## src/hw/rtl/gvrf_pkg.sv

```systemverilog
// Shared types, constants and a helper function of the grid value record framer.
// No dependencies; every module of the block imports this package.
package gvrf_pkg;

  localparam int COUNT_WIDTH_DEF = 25;
  localparam int DATA_W          = 32;
  localparam int RECV_W          = 8;
  localparam int TOTAL_W         = 25;
  localparam int LEN_W           = 10;
  localparam int ADDR_W          = 4;

  localparam logic [DATA_W-1:0]  UNDEF_RESET = 32'd1259902492;
  localparam logic [RECV_W-1:0]  RECV_RESET  = 8'd8;
  localparam logic [TOTAL_W-1:0] TOTAL_RESET = 25'd1;

  // Register index, taken from paddr[3:2].
  typedef enum logic [1:0] {
    REG_UNDEFINED_VALUE = 2'd0,
    REG_RECORD_VALUES   = 2'd1,
    REG_TOTAL_VALUES    = 2'd2
  } gvrf_reg_t;

  // Kind of an emitted word, carried on out_tuser.
  typedef enum logic [1:0] {
    KIND_LEAD  = 2'd0,
    KIND_VALUE = 2'd1,
    KIND_TRAIL = 2'd2
  } gvrf_kind_t;

  typedef struct packed {
    logic [DATA_W-1:0]  undefined_value;
    logic [RECV_W-1:0]  record_values;
    logic [TOTAL_W-1:0] total_values;
  } gvrf_cfg_t;

  // Everything the output side needs to emit the words of one request.
  typedef struct packed {
    logic              lead;
    logic              trail;
    logic [DATA_W-1:0] value;
    logic [LEN_W-1:0]  len_bytes;
  } gvrf_item_t;

  // Exponent all ones with a nonzero fraction, either sign.
  function automatic logic is_nan(input logic [DATA_W-1:0] b);
    return (b[30:23] == 8'hFF) && (b[22:0] != 23'd0);
  endfunction

endpackage

```

## src/hw/rtl/gvrf_regs.sv

```systemverilog
// APB-style configuration registers of the grid value record framer.
// Depends on gvrf_pkg for the register indexes and the configuration struct.
module gvrf_regs (
  input  logic                          clk,
  input  logic                          rst_n,
  input  logic                          cfg_psel,
  input  logic                          cfg_penable,
  input  logic                          cfg_pwrite,
  input  logic [gvrf_pkg::ADDR_W-1:0]   cfg_paddr,
  input  logic [gvrf_pkg::DATA_W-1:0]   cfg_pwdata,
  output logic [gvrf_pkg::DATA_W-1:0]   cfg_prdata,
  output logic                          cfg_pready,
  output gvrf_pkg::gvrf_cfg_t           cfg
);
  import gvrf_pkg::*;

  gvrf_cfg_t cfg_r, cfg_nxt;
  logic      wr_en;

  assign cfg_pready = 1'b1;
  assign wr_en      = cfg_psel && cfg_penable && cfg_pwrite && cfg_pready;

  always_comb begin
    cfg_nxt = cfg_r;
    if (wr_en) begin
      unique case (cfg_paddr[3:2])
        REG_UNDEFINED_VALUE: cfg_nxt.undefined_value = cfg_pwdata;
        REG_RECORD_VALUES:   cfg_nxt.record_values   = cfg_pwdata[RECV_W-1:0];
        REG_TOTAL_VALUES:    cfg_nxt.total_values    = cfg_pwdata[TOTAL_W-1:0];
        default:             cfg_nxt = cfg_r;
      endcase
    end
  end

  always_comb begin
    unique case (cfg_paddr[3:2])
      REG_UNDEFINED_VALUE: cfg_prdata = cfg_r.undefined_value;
      REG_RECORD_VALUES:   cfg_prdata = DATA_W'(cfg_r.record_values);
      REG_TOTAL_VALUES:    cfg_prdata = DATA_W'(cfg_r.total_values);
      default:             cfg_prdata = '0;
    endcase
  end

  always_ff @(posedge clk) begin
    if (!rst_n) begin
      cfg_r.undefined_value <= UNDEF_RESET;
      cfg_r.record_values   <= RECV_RESET;
      cfg_r.total_values    <= TOTAL_RESET;
    end else begin
      cfg_r <= cfg_nxt;
    end
  end

  assign cfg = cfg_r;

endmodule

```

## src/hw/rtl/gvrf_track.sv

```systemverilog
// Surface and record counters of the grid value record framer; forms the item
// for each accepted value. Depends on gvrf_pkg.
module gvrf_track #(
  parameter int COUNT_WIDTH = gvrf_pkg::COUNT_WIDTH_DEF
) (
  input  logic                        clk,
  input  logic                        rst_n,
  input  gvrf_pkg::gvrf_cfg_t         cfg,
  input  logic                        in_accept,
  input  logic [gvrf_pkg::DATA_W-1:0] in_value,
  output gvrf_pkg::gvrf_item_t        item
);
  import gvrf_pkg::*;

  logic [COUNT_WIDTH-1:0] values_left_r, values_left_nxt;
  logic [RECV_W-1:0]      words_in_record_r, words_in_record_nxt;
  logic [RECV_W-1:0]      record_length_r, record_length_nxt;

  logic [31:0]            tot_ext;
  logic [COUNT_WIDTH-1:0] tot_cut;
  logic                   reload;
  logic [COUNT_WIDTH-1:0] vl;
  logic [RECV_W-1:0]      wir;
  logic [RECV_W-1:0]      wir_inc;
  logic [RECV_W-1:0]      rv;
  logic [RECV_W-1:0]      rl;
  logic                   lead;
  logic                   trail;

  always_comb begin
    tot_ext = 32'(cfg.total_values);
    tot_cut = tot_ext[COUNT_WIDTH-1:0];
    reload  = (values_left_r == '0);
    // An exhausted count starts a new surface; a zero size acts as one.
    if (reload) begin
      vl  = (tot_cut == '0) ? COUNT_WIDTH'(1) : tot_cut;
      wir = '0;
    end else begin
      vl  = values_left_r;
      wir = words_in_record_r;
    end
    lead = (wir == '0);
    rv   = (cfg.record_values == '0) ? RECV_W'(1) : cfg.record_values;
    if (lead) begin
      rl = (32'(vl) < 32'(rv)) ? vl[RECV_W-1:0] : rv;
    end else begin
      rl = record_length_r;
    end
    wir_inc = wir + RECV_W'(1);
    trail   = (wir_inc >= rl);

    values_left_nxt     = vl - COUNT_WIDTH'(1);
    words_in_record_nxt = trail ? '0 : wir_inc;
    record_length_nxt   = rl;

    item.lead      = lead;
    item.trail     = trail;
    item.value     = is_nan(in_value) ? cfg.undefined_value : in_value;
    item.len_bytes = {rl, 2'b00};
  end

  always_ff @(posedge clk) begin
    if (!rst_n) begin
      values_left_r     <= '0;
      words_in_record_r <= '0;
      record_length_r   <= '0;
    end else if (in_accept) begin
      values_left_r     <= values_left_nxt;
      words_in_record_r <= words_in_record_nxt;
      record_length_r   <= record_length_nxt;
    end
  end

endmodule

```

## src/hw/rtl/gvrf_emit.sv

```systemverilog
// Result register and word sequencer of the grid value record framer: holds one
// item and hands out its one to three words. Depends on gvrf_pkg.
module gvrf_emit (
  input  logic                        clk,
  input  logic                        rst_n,
  input  gvrf_pkg::gvrf_item_t        item_in,
  input  logic                        in_tvalid,
  output logic                        in_tready,
  output logic                        in_accept,
  output logic                        out_tvalid,
  input  logic                        out_tready,
  output logic [gvrf_pkg::DATA_W-1:0] out_tdata,
  output logic [1:0]                  out_tuser,
  output logic                        out_tlast
);
  import gvrf_pkg::*;

  gvrf_item_t item_r;
  gvrf_kind_t kind_r, kind_nxt;
  logic       vld_r, vld_nxt;
  logic       take;
  logic       last;

  assign last = (kind_r == KIND_TRAIL) || ((kind_r == KIND_VALUE) && !item_r.trail);
  assign take = vld_r && out_tready;
  // The register frees up in the same cycle its final word is taken.
  assign in_tready = !vld_r || (take && last);
  assign in_accept = in_tvalid && in_tready;

  always_comb begin
    vld_nxt  = vld_r;
    kind_nxt = kind_r;
    if (in_accept) begin
      vld_nxt  = 1'b1;
      kind_nxt = item_in.lead ? KIND_LEAD : KIND_VALUE;
    end else if (take) begin
      if (last) begin
        vld_nxt = 1'b0;
      end else begin
        kind_nxt = (kind_r == KIND_LEAD) ? KIND_VALUE : KIND_TRAIL;
      end
    end
  end

  always_ff @(posedge clk) begin
    if (!rst_n) begin
      vld_r  <= 1'b0;
      kind_r <= KIND_LEAD;
    end else begin
      vld_r  <= vld_nxt;
      kind_r <= kind_nxt;
    end
  end

  always_ff @(posedge clk) begin
    if (in_accept) begin
      item_r <= item_in;
    end
  end

  always_comb begin
    unique case (kind_r)
      KIND_VALUE: out_tdata = item_r.value;
      KIND_LEAD:  out_tdata = DATA_W'(item_r.len_bytes);
      KIND_TRAIL: out_tdata = DATA_W'(item_r.len_bytes);
      default:    out_tdata = DATA_W'(item_r.len_bytes);
    endcase
  end

  assign out_tvalid = vld_r;
  assign out_tuser  = kind_r;
  assign out_tlast  = last;

endmodule

```

## src/hw/rtl/grid_value_record_framer.sv

```systemverilog
// Channel  | Direction | Payload
// in_      | slave     | tdata[31:0] value_bits
// out_     | master    | tdata[31:0] out_word, tuser[1:0] word_kind, tlast last_of_run
// cfg_     | APB slave | 0x0 undefined_value, 0x4 record_values, 0x8 total_values
//
// Every request gives one to three words: one for a mid-record value, two at a record edge
// and three for a single-value record. The output port moves one word a cycle while
// out_tready is high; the single result register and its word sequencer set that rate.
// Reset (synchronous, rst_n low) empties the result register, zeroes the counters and
// loads the register defaults; no clearing pass is needed. A stall on out_tready holds
// the current word and blocks in_tready until the last word of the request is taken.
// Top level of the grid value record framer. Depends on gvrf_pkg, gvrf_regs,
// gvrf_track and gvrf_emit.
module grid_value_record_framer #(
  parameter int COUNT_WIDTH = gvrf_pkg::COUNT_WIDTH_DEF
) (
  input  logic                        clk,
  input  logic                        rst_n,
  // Input request stream.
  input  logic                        in_tvalid,
  output logic                        in_tready,
  input  logic [31:0]                 in_tdata,   // [31:0] value_bits
  // Result stream, one word per transfer.
  output logic                        out_tvalid,
  input  logic                        out_tready,
  output logic [31:0]                 out_tdata,  // [31:0] out_word
  output logic [1:0]                  out_tuser,  // [1:0] word_kind
  output logic                        out_tlast,
  // Configuration port.
  input  logic                        cfg_psel,
  input  logic                        cfg_penable,
  input  logic                        cfg_pwrite,
  input  logic [gvrf_pkg::ADDR_W-1:0] cfg_paddr,
  input  logic [31:0]                 cfg_pwdata,
  output logic [31:0]                 cfg_prdata,
  output logic                        cfg_pready
);
  import gvrf_pkg::*;

  gvrf_cfg_t  cfg;
  gvrf_item_t item;
  logic       in_accept;

  // Register file; values are taken up by the counters when the next request needs them.
  gvrf_regs u_regs (
    .clk         (clk),
    .rst_n       (rst_n),
    .cfg_psel    (cfg_psel),
    .cfg_penable (cfg_penable),
    .cfg_pwrite  (cfg_pwrite),
    .cfg_paddr   (cfg_paddr),
    .cfg_pwdata  (cfg_pwdata),
    .cfg_prdata  (cfg_prdata),
    .cfg_pready  (cfg_pready),
    .cfg         (cfg)
  );

  // Surface and record counting plus NaN substitution, all in the accepting cycle.
  gvrf_track #(
    .COUNT_WIDTH (COUNT_WIDTH)
  ) u_track (
    .clk       (clk),
    .rst_n     (rst_n),
    .cfg       (cfg),
    .in_accept (in_accept),
    .in_value  (in_tdata),
    .item      (item)
  );

  // Result register; it accepts the next request as its last word leaves.
  gvrf_emit u_emit (
    .clk        (clk),
    .rst_n      (rst_n),
    .item_in    (item),
    .in_tvalid  (in_tvalid),
    .in_tready  (in_tready),
    .in_accept  (in_accept),
    .out_tvalid (out_tvalid),
    .out_tready (out_tready),
    .out_tdata  (out_tdata),
    .out_tuser  (out_tuser),
    .out_tlast  (out_tlast)
  );

endmodule

```

## config.mk

```make
export PLATFORM = sky130hd
export DESIGN_NAME = grid_value_record_framer
export DESIGN_NICKNAME = d
export VERILOG_FILES = /design/src/hw/rtl/gvrf_pkg.sv /design/src/hw/rtl/gvrf_regs.sv /design/src/hw/rtl/gvrf_track.sv /design/src/hw/rtl/gvrf_emit.sv /design/src/hw/rtl/grid_value_record_framer.sv
export SDC_FILE = /design/constraint.sdc
export NUM_CORES = 1
export LEC_CHECK = 0
export ABC_AREA = 1
export BUFFER_PORTS_ARGS = -buffer_cell sky130_fd_sc_hd__buf_2
export CORE_MARGIN = 3
export CORE_UTILIZATION = 40
export CTS_CLUSTER_DIAMETER = 200
export DETAILED_ROUTE_END_ITERATION = 12
export GPL_TIMING_DRIVEN = 0
export HOLD_SLACK_MARGIN = 0.1
export MAX_ROUTING_LAYER = met4
export PLACE_DENSITY_LB_ADDON = 0.2
export RECOVER_POWER = 50
export SLEW_MARGIN = 15
export SYNTH_ARGS = -nofsm -noshare
export SYNTH_HDL_FRONTEND = slang
export SYNTH_HIERARCHICAL = 1
export SYNTH_SLANG_ARGS = --single-unit
```

## constraint.sdc

```tcl
create_clock -name clk -period 9.1 [get_ports clk]
set_clock_uncertainty 0.1 [all_clocks]
set_input_delay 1.82 -clock clk [delete_from_list [all_inputs] [get_ports clk]]
set_output_delay 1.82 -clock clk [all_outputs]
set_load 0.03 [all_outputs]
```

After elaboration in Yosys (flattened, before gate mapping)

Cells that the tools add are included.

Bits in registers: 150
Latch bits: 0
Bits in writable memories: 0
Bits in read-only memories: 0
Bits of input ports: 75
Output and inout port bits: 70
Logic and storage cells: 64
Memories kept: 0

$add $sub $neg: 2
Multipliers: 0
Div/mod/pow operators: 0
$lt $le $gt $ge: 2
Equal/unequal tests: 6
Shift operators: 0
Muxes and demuxes: 18
Bitwise logic cells: 0
Reduce and logical (&&, ||, !) cells: 25

Operators by type and width:

| cell                    | count |
|---|---|
| $pmux W32 S3            | 1 |
| $mux W32                | 2 |
| $logic_not A25 Y1       | 2 |
| $mux W25                | 2 |
| $mux W8                 | 5 |
| $lt A25 B8 Y1           | 1 |
| $sub A25 B1 Y25 const B | 1 |
| $reduce_bool A23 Y1     | 1 |
| $logic_not A8 Y1        | 2 |
| $reduce_and A2 Y1       | 5 |
| $add A8 B1 Y8 const B   | 1 |
| $eq A8 B8 Y1 const B    | 1 |
| $ge A8 B8 Y1            | 1 |
| $mux W2                 | 4 |
| $logic_and A1 B1 Y1     | 7 |
| $eq A2 B1 Y1 const B    | 2 |
| $eq A2 B2 Y1 const B    | 2 |
| $logic_not A2 Y1        | 2 |
| $mux W1                 | 4 |
| $reduce_bool A2 Y1      | 2 |
| $logic_not A1 Y1        | 2 |
| $logic_or A1 B1 Y1      | 2 |
| $ne A2 B2 Y1 const B    | 1 |

Depth between registers and ports, before layout

Depth in word-level cells: 8
Mapped depth: 27

Cells and area by module

The synthesis kept the hierarchy.

By module, submodules not included:

| module     | instances | cells each | area an instance (um2) | seq. area each (um2) |
|---|---|---|---|---|
| gvrf_track | 1         | 719        | 4230.3                 | 820.8 |
| gvrf_regs  | 1         | 448        | 2971.6                 | 1301.2 |
| gvrf_emit  | 1         | 130        | 1771.7                 | 1351.3 |

Worst setup path after synthesis

Ideal clock, no wire load.

Kind: input port to flip-flop
From: in out_tready
To: reg u_track.words_in_record_r[2]
Data arrival time: 4.829 ns
Path slack: 4.100 ns
Cell stages on the path: 8
Buffers on the path: 1
Cells stage by stage: or2_2 -> nand2_1 -> nor2_1 -> inv_1 -> clkbuf_1 -> nor2_1 -> nand2_1 -> a21oi_1

Longest elaborated chain between the ends: 4

RTL lines:

| what                 | line                           | text |
|---|---|---|
| start, declared      | grid_value_record_framer.sv:25 | `input logic out_tready,` |
| $logic_and A1 B1 Y1  | gvrf_emit.sv:25                | `assign take = vld_r && out_tready;` |
| $logic_and A1 B1 Y1  | gvrf_emit.sv:27                | `assign in_tready = !vld_r \|\| (take && last);` |
| $logic_or A1 B1 Y1   | gvrf_emit.sv:27                |  |
| $logic_and A1 B1 Y1  | gvrf_emit.sv:28                | `assign in_accept = in_tvalid && in_tready;` |
| named net in_accept  | grid_value_record_framer.sv:42 | `logic in_accept;` |
| end signal, assigned | gvrf_track.sv:69               | `words_in_record_r <= words_in_record_nxt;` |
| end, declared        | gvrf_track.sv:16               | `logic [RECV_W-1:0] words_in_record_r, words_in_record_nxt;` |

The timed path passes the listed nets, and every way through them passes these cells.
A chain may end at the register's enable or synchronous reset.

==> results.md <==
- Status: finished, violations left
- Failing checks: max-capacitance violations, max-slew violations
- Yosys Warn Count: 6
- Static Leakage: between 0.005 and 0.006 µW
- Critical Path RT: 9.37 ns
- Area of the core: about 22000 µm²
- Multi-input logic area: between 4000 and 5000 µm²
- First-pass GRT wire length: approximately 45 mm
- Dpl hpwl: ~22 mm
- Cell mode on critical path: nor2_1
- Core Rows: 54
- Nets: about 1600
- Most common cell after layout, fill and taps aside: nand2_1
- CP max FO: 10
- Vias per std cell: a little over 5
- Top post-synthesis cells by area: dfxtp_1 24%, edfxtp_1 14%, nand2_1 12%
- Top cell type's share of synthesized area: 0.243
- Pin count of the biggest net entering global routing: 30
- Smallest setup slack after layout: about 2.7 ns
- Fmax: between 150 and 200 MHz
- Setup bufs post-CTS: 0
- Routed Wire Length: 28.7 mm
- Worst vdd rail ir drop: 0.114 mV
- GRT met1 Usage: 0.337
- M3 GR Usage: 0.0350
- H-tree depth: 4
- Worst Setup Path Type: register to register
- IO Pins: between 100 and 150
- Hold Crit Class: register to register
- DRT antenna net count: 0
- CTS Hold Bufs: 0
- Die width: roughly 160 µm
- CTS tree: built
- Port Buf Inserts: roughly 140
- Final setup violation count: 0
- Starting density of the core: 0.409
- Cells after Synth: 1297
- Max-capacitance violation count: 2
- DRT iter0 DRCs: between 900 and 1000
- Clk_lat worst skew: about 0.43 ns
- Crit-path leading delay family: simple AND/OR/NAND/NOR gates
- Vias in the first global route: 8235
- Fin util: 0.479
- FF+latch area: 3470 µm²
- Library cells used by synthesis: 42
- Initial DRT Pass Iterations: 6
- Total design power: between 1500 and 2000 µW
- Met2 Resource Use GR: 0.380
- Layout cells sized above 1: 0.181
- Routability cong.: slightly above 0.9
- # clock sinks: 152
- Tmin final: around 6.4 ns
- Syn Std Cell Area: 8970 µm²
- Syn avg cell area: 6.92 µm²
- Max_slew headroom: -0.157
- Initial antenna violation count: 0
- Chip Height: roughly 160 µm
- Full die area: 24300 µm²
- Total grt overflow: 0
- Fill cells: between 2000 and 2500
- Max incr delay on CP: approximately 1.4 ns
- Cell Pwr Density: between 150 and 200 nW/µm²
- RSZ-0062 raised after global routing: false
- Area leader, netlist: dfxtp_1
- Via count: roughly 9000
- Most frequent cells in the layout: 284 x nand2_1, 238 x nor2_1, 195 x inv_1, 150 x buf_2, 129 x nand3_1
- Hold Vio Cnt, Final: 0
- Max clock buf depth: 2
- Worst-path clk slew: roughly 0.07 ns
- Drt wl/cell: ~16 µm
- Post-route DRC: 0
- Layout area overhead: 17.2%
- Cts bufs inserted: 17
- DP Worst Slack: between 3 and 4 ns
- Root buffer cell: clkbuf_16
- Setup TNS: 0 ns
- Worst path cell trace: nor2_1 > nand2_1 > nor2_1 > nand2_2 > nor2_1 > clkbuf_1 > nor2_1 > inv_1 > ha_1 > inv_1 > nor4_1 > clkinv_1 > nand2_1 > nand2_1 > inv_1 > ha_1 > a21oi_1 > o21ai_0 > nand2_1 > o2111ai_1 > nor2_1 > a22oi_1 > nor2_1
- Critical Path AT: around 6.6 ns
- Period utilisation layout: 0.700
- ANT cells: 0
- Slowest cell on the critical path: nor4_1
- Sequential share of the synthesized area: 0.387
- CP startpoint kind: register
- Most used routing layer: met2
- CP Capture Type: register
- Buf+Inv Stages, Crit Path: 5
- Post-CTS sizing: 0
- Actual slew at the worst max-slew pin: between 1.5 and 2 ns
- Synthesized flop and latch total: roughly 150
- Max Slew Vio Count: approximately 40
- Total track usage: 0.244
==> state kept, by name, summed over array words and instances, names as in the netlist <==
signal	count
u_emit/item_r	43
u_emit/out_tvalid	1
u_emit/out_tuser	2
u_track/values_left_r	25
u_regs/cfg	65
u_track/words_in_record_r	8
u_track/record_length_r	8
==> stage by stage <==
step | hold slack, ns | instances | area (µm²)
2_1_floorplan | 0.345 | 1298 | 8980
3_3_place_gp | 0.354 | 1719 | 10000
3_5_place_dp | 0.360 | 1720 | 10100
4_1_cts | 0.371 | 1752 | 10600
5_1_grt | 0.410 | 1752 | 10500
6_report | 0.368 | 1752 | 10500
==> synthesized netlist by cell type (all sizes together) <==
cell,number
o2111ai,2
or2,1
a21oi,42
nor2,252
ha,18
conb,2
xor2,14
a31oi,2
mux2,34
o211ai,3
dfxtp,109
o31ai,2
inv,203
o21a,1
nand2,303
a22o,17
nand3,130
o21bai,3
and2,3
edfxtp,43
nand3b,1
a211oi,1
xnor2,3
buf,40
clkbuf,15
a22oi,2
nor3,11
nor4,6
nand4,12
o21ai,22
==> where the power goes <==
| group | total (µW) | switching (µW) | internal, µW |
|---|---|---|---|
| sequential | 773 | 27.2 | 746 |
| clock | 689 | 327 | 362 |
| combinational | 537 | 369 | 167 |
| total | 2000 | 724 | 1270 |
==> tightest hold or removal path: stages, from the launching register on <==
cell	delay, ns
dfxtp_1	0.31
nand2_1	0.06
a21oi_1	0.05
==> path summary, 6_finish.rpt <==
| check | startpoint | to | slack [ns] | cells past startpoint |
|---|---|---|---|---|
| min | u_track/words_in_record_r[7] | u_track/words_in_record_r[7] | 0.37 | 2 |
| min reg2reg | u_track/words_in_record_r[7] | u_track/words_in_record_r[7] | 0.37 | 2 |
| max | u_track/values_left_r[19] | u_track/words_in_record_r[1] | 2.73 | 23 |
| max reg2reg | u_track/values_left_r[19] | u_track/words_in_record_r[1] | 2.73 | 23 |
==> kinds of logic (layout without fill, tap and decap cells) <==
family	count (synthesis)	in the layout	synth area share
mux	34	34	0.0427
simple gates	719	719	0.345
buf+inv	258	432	0.117
fa+ha+maj	18	18	0.0251
flops	152	152	0.387
other cells	2	3	0.000837
compound gates	97	97	0.0657
xor+xnor	17	17	0.0166
==> area by class of cell <==
cell class,instances,area share
multi-input combinational,888,0.419
sequential,152,0.330
inverter,203,0.0724
timing repair buffer,142,0.0665
clock buffer,18,0.0408
tap,280,0.0333
buffer,55,0.0256
clock inverter,14,0.0121
==> metal layers <==
layer / up-vias / part of all wire
li1: 4413 / -
met1: 4096 / 0.48
met2: 324 / 0.45
met3: 26 / 0.058
met4: 0 / 0.012
met5: - / 0
Power figures use the tool's default switching activity.
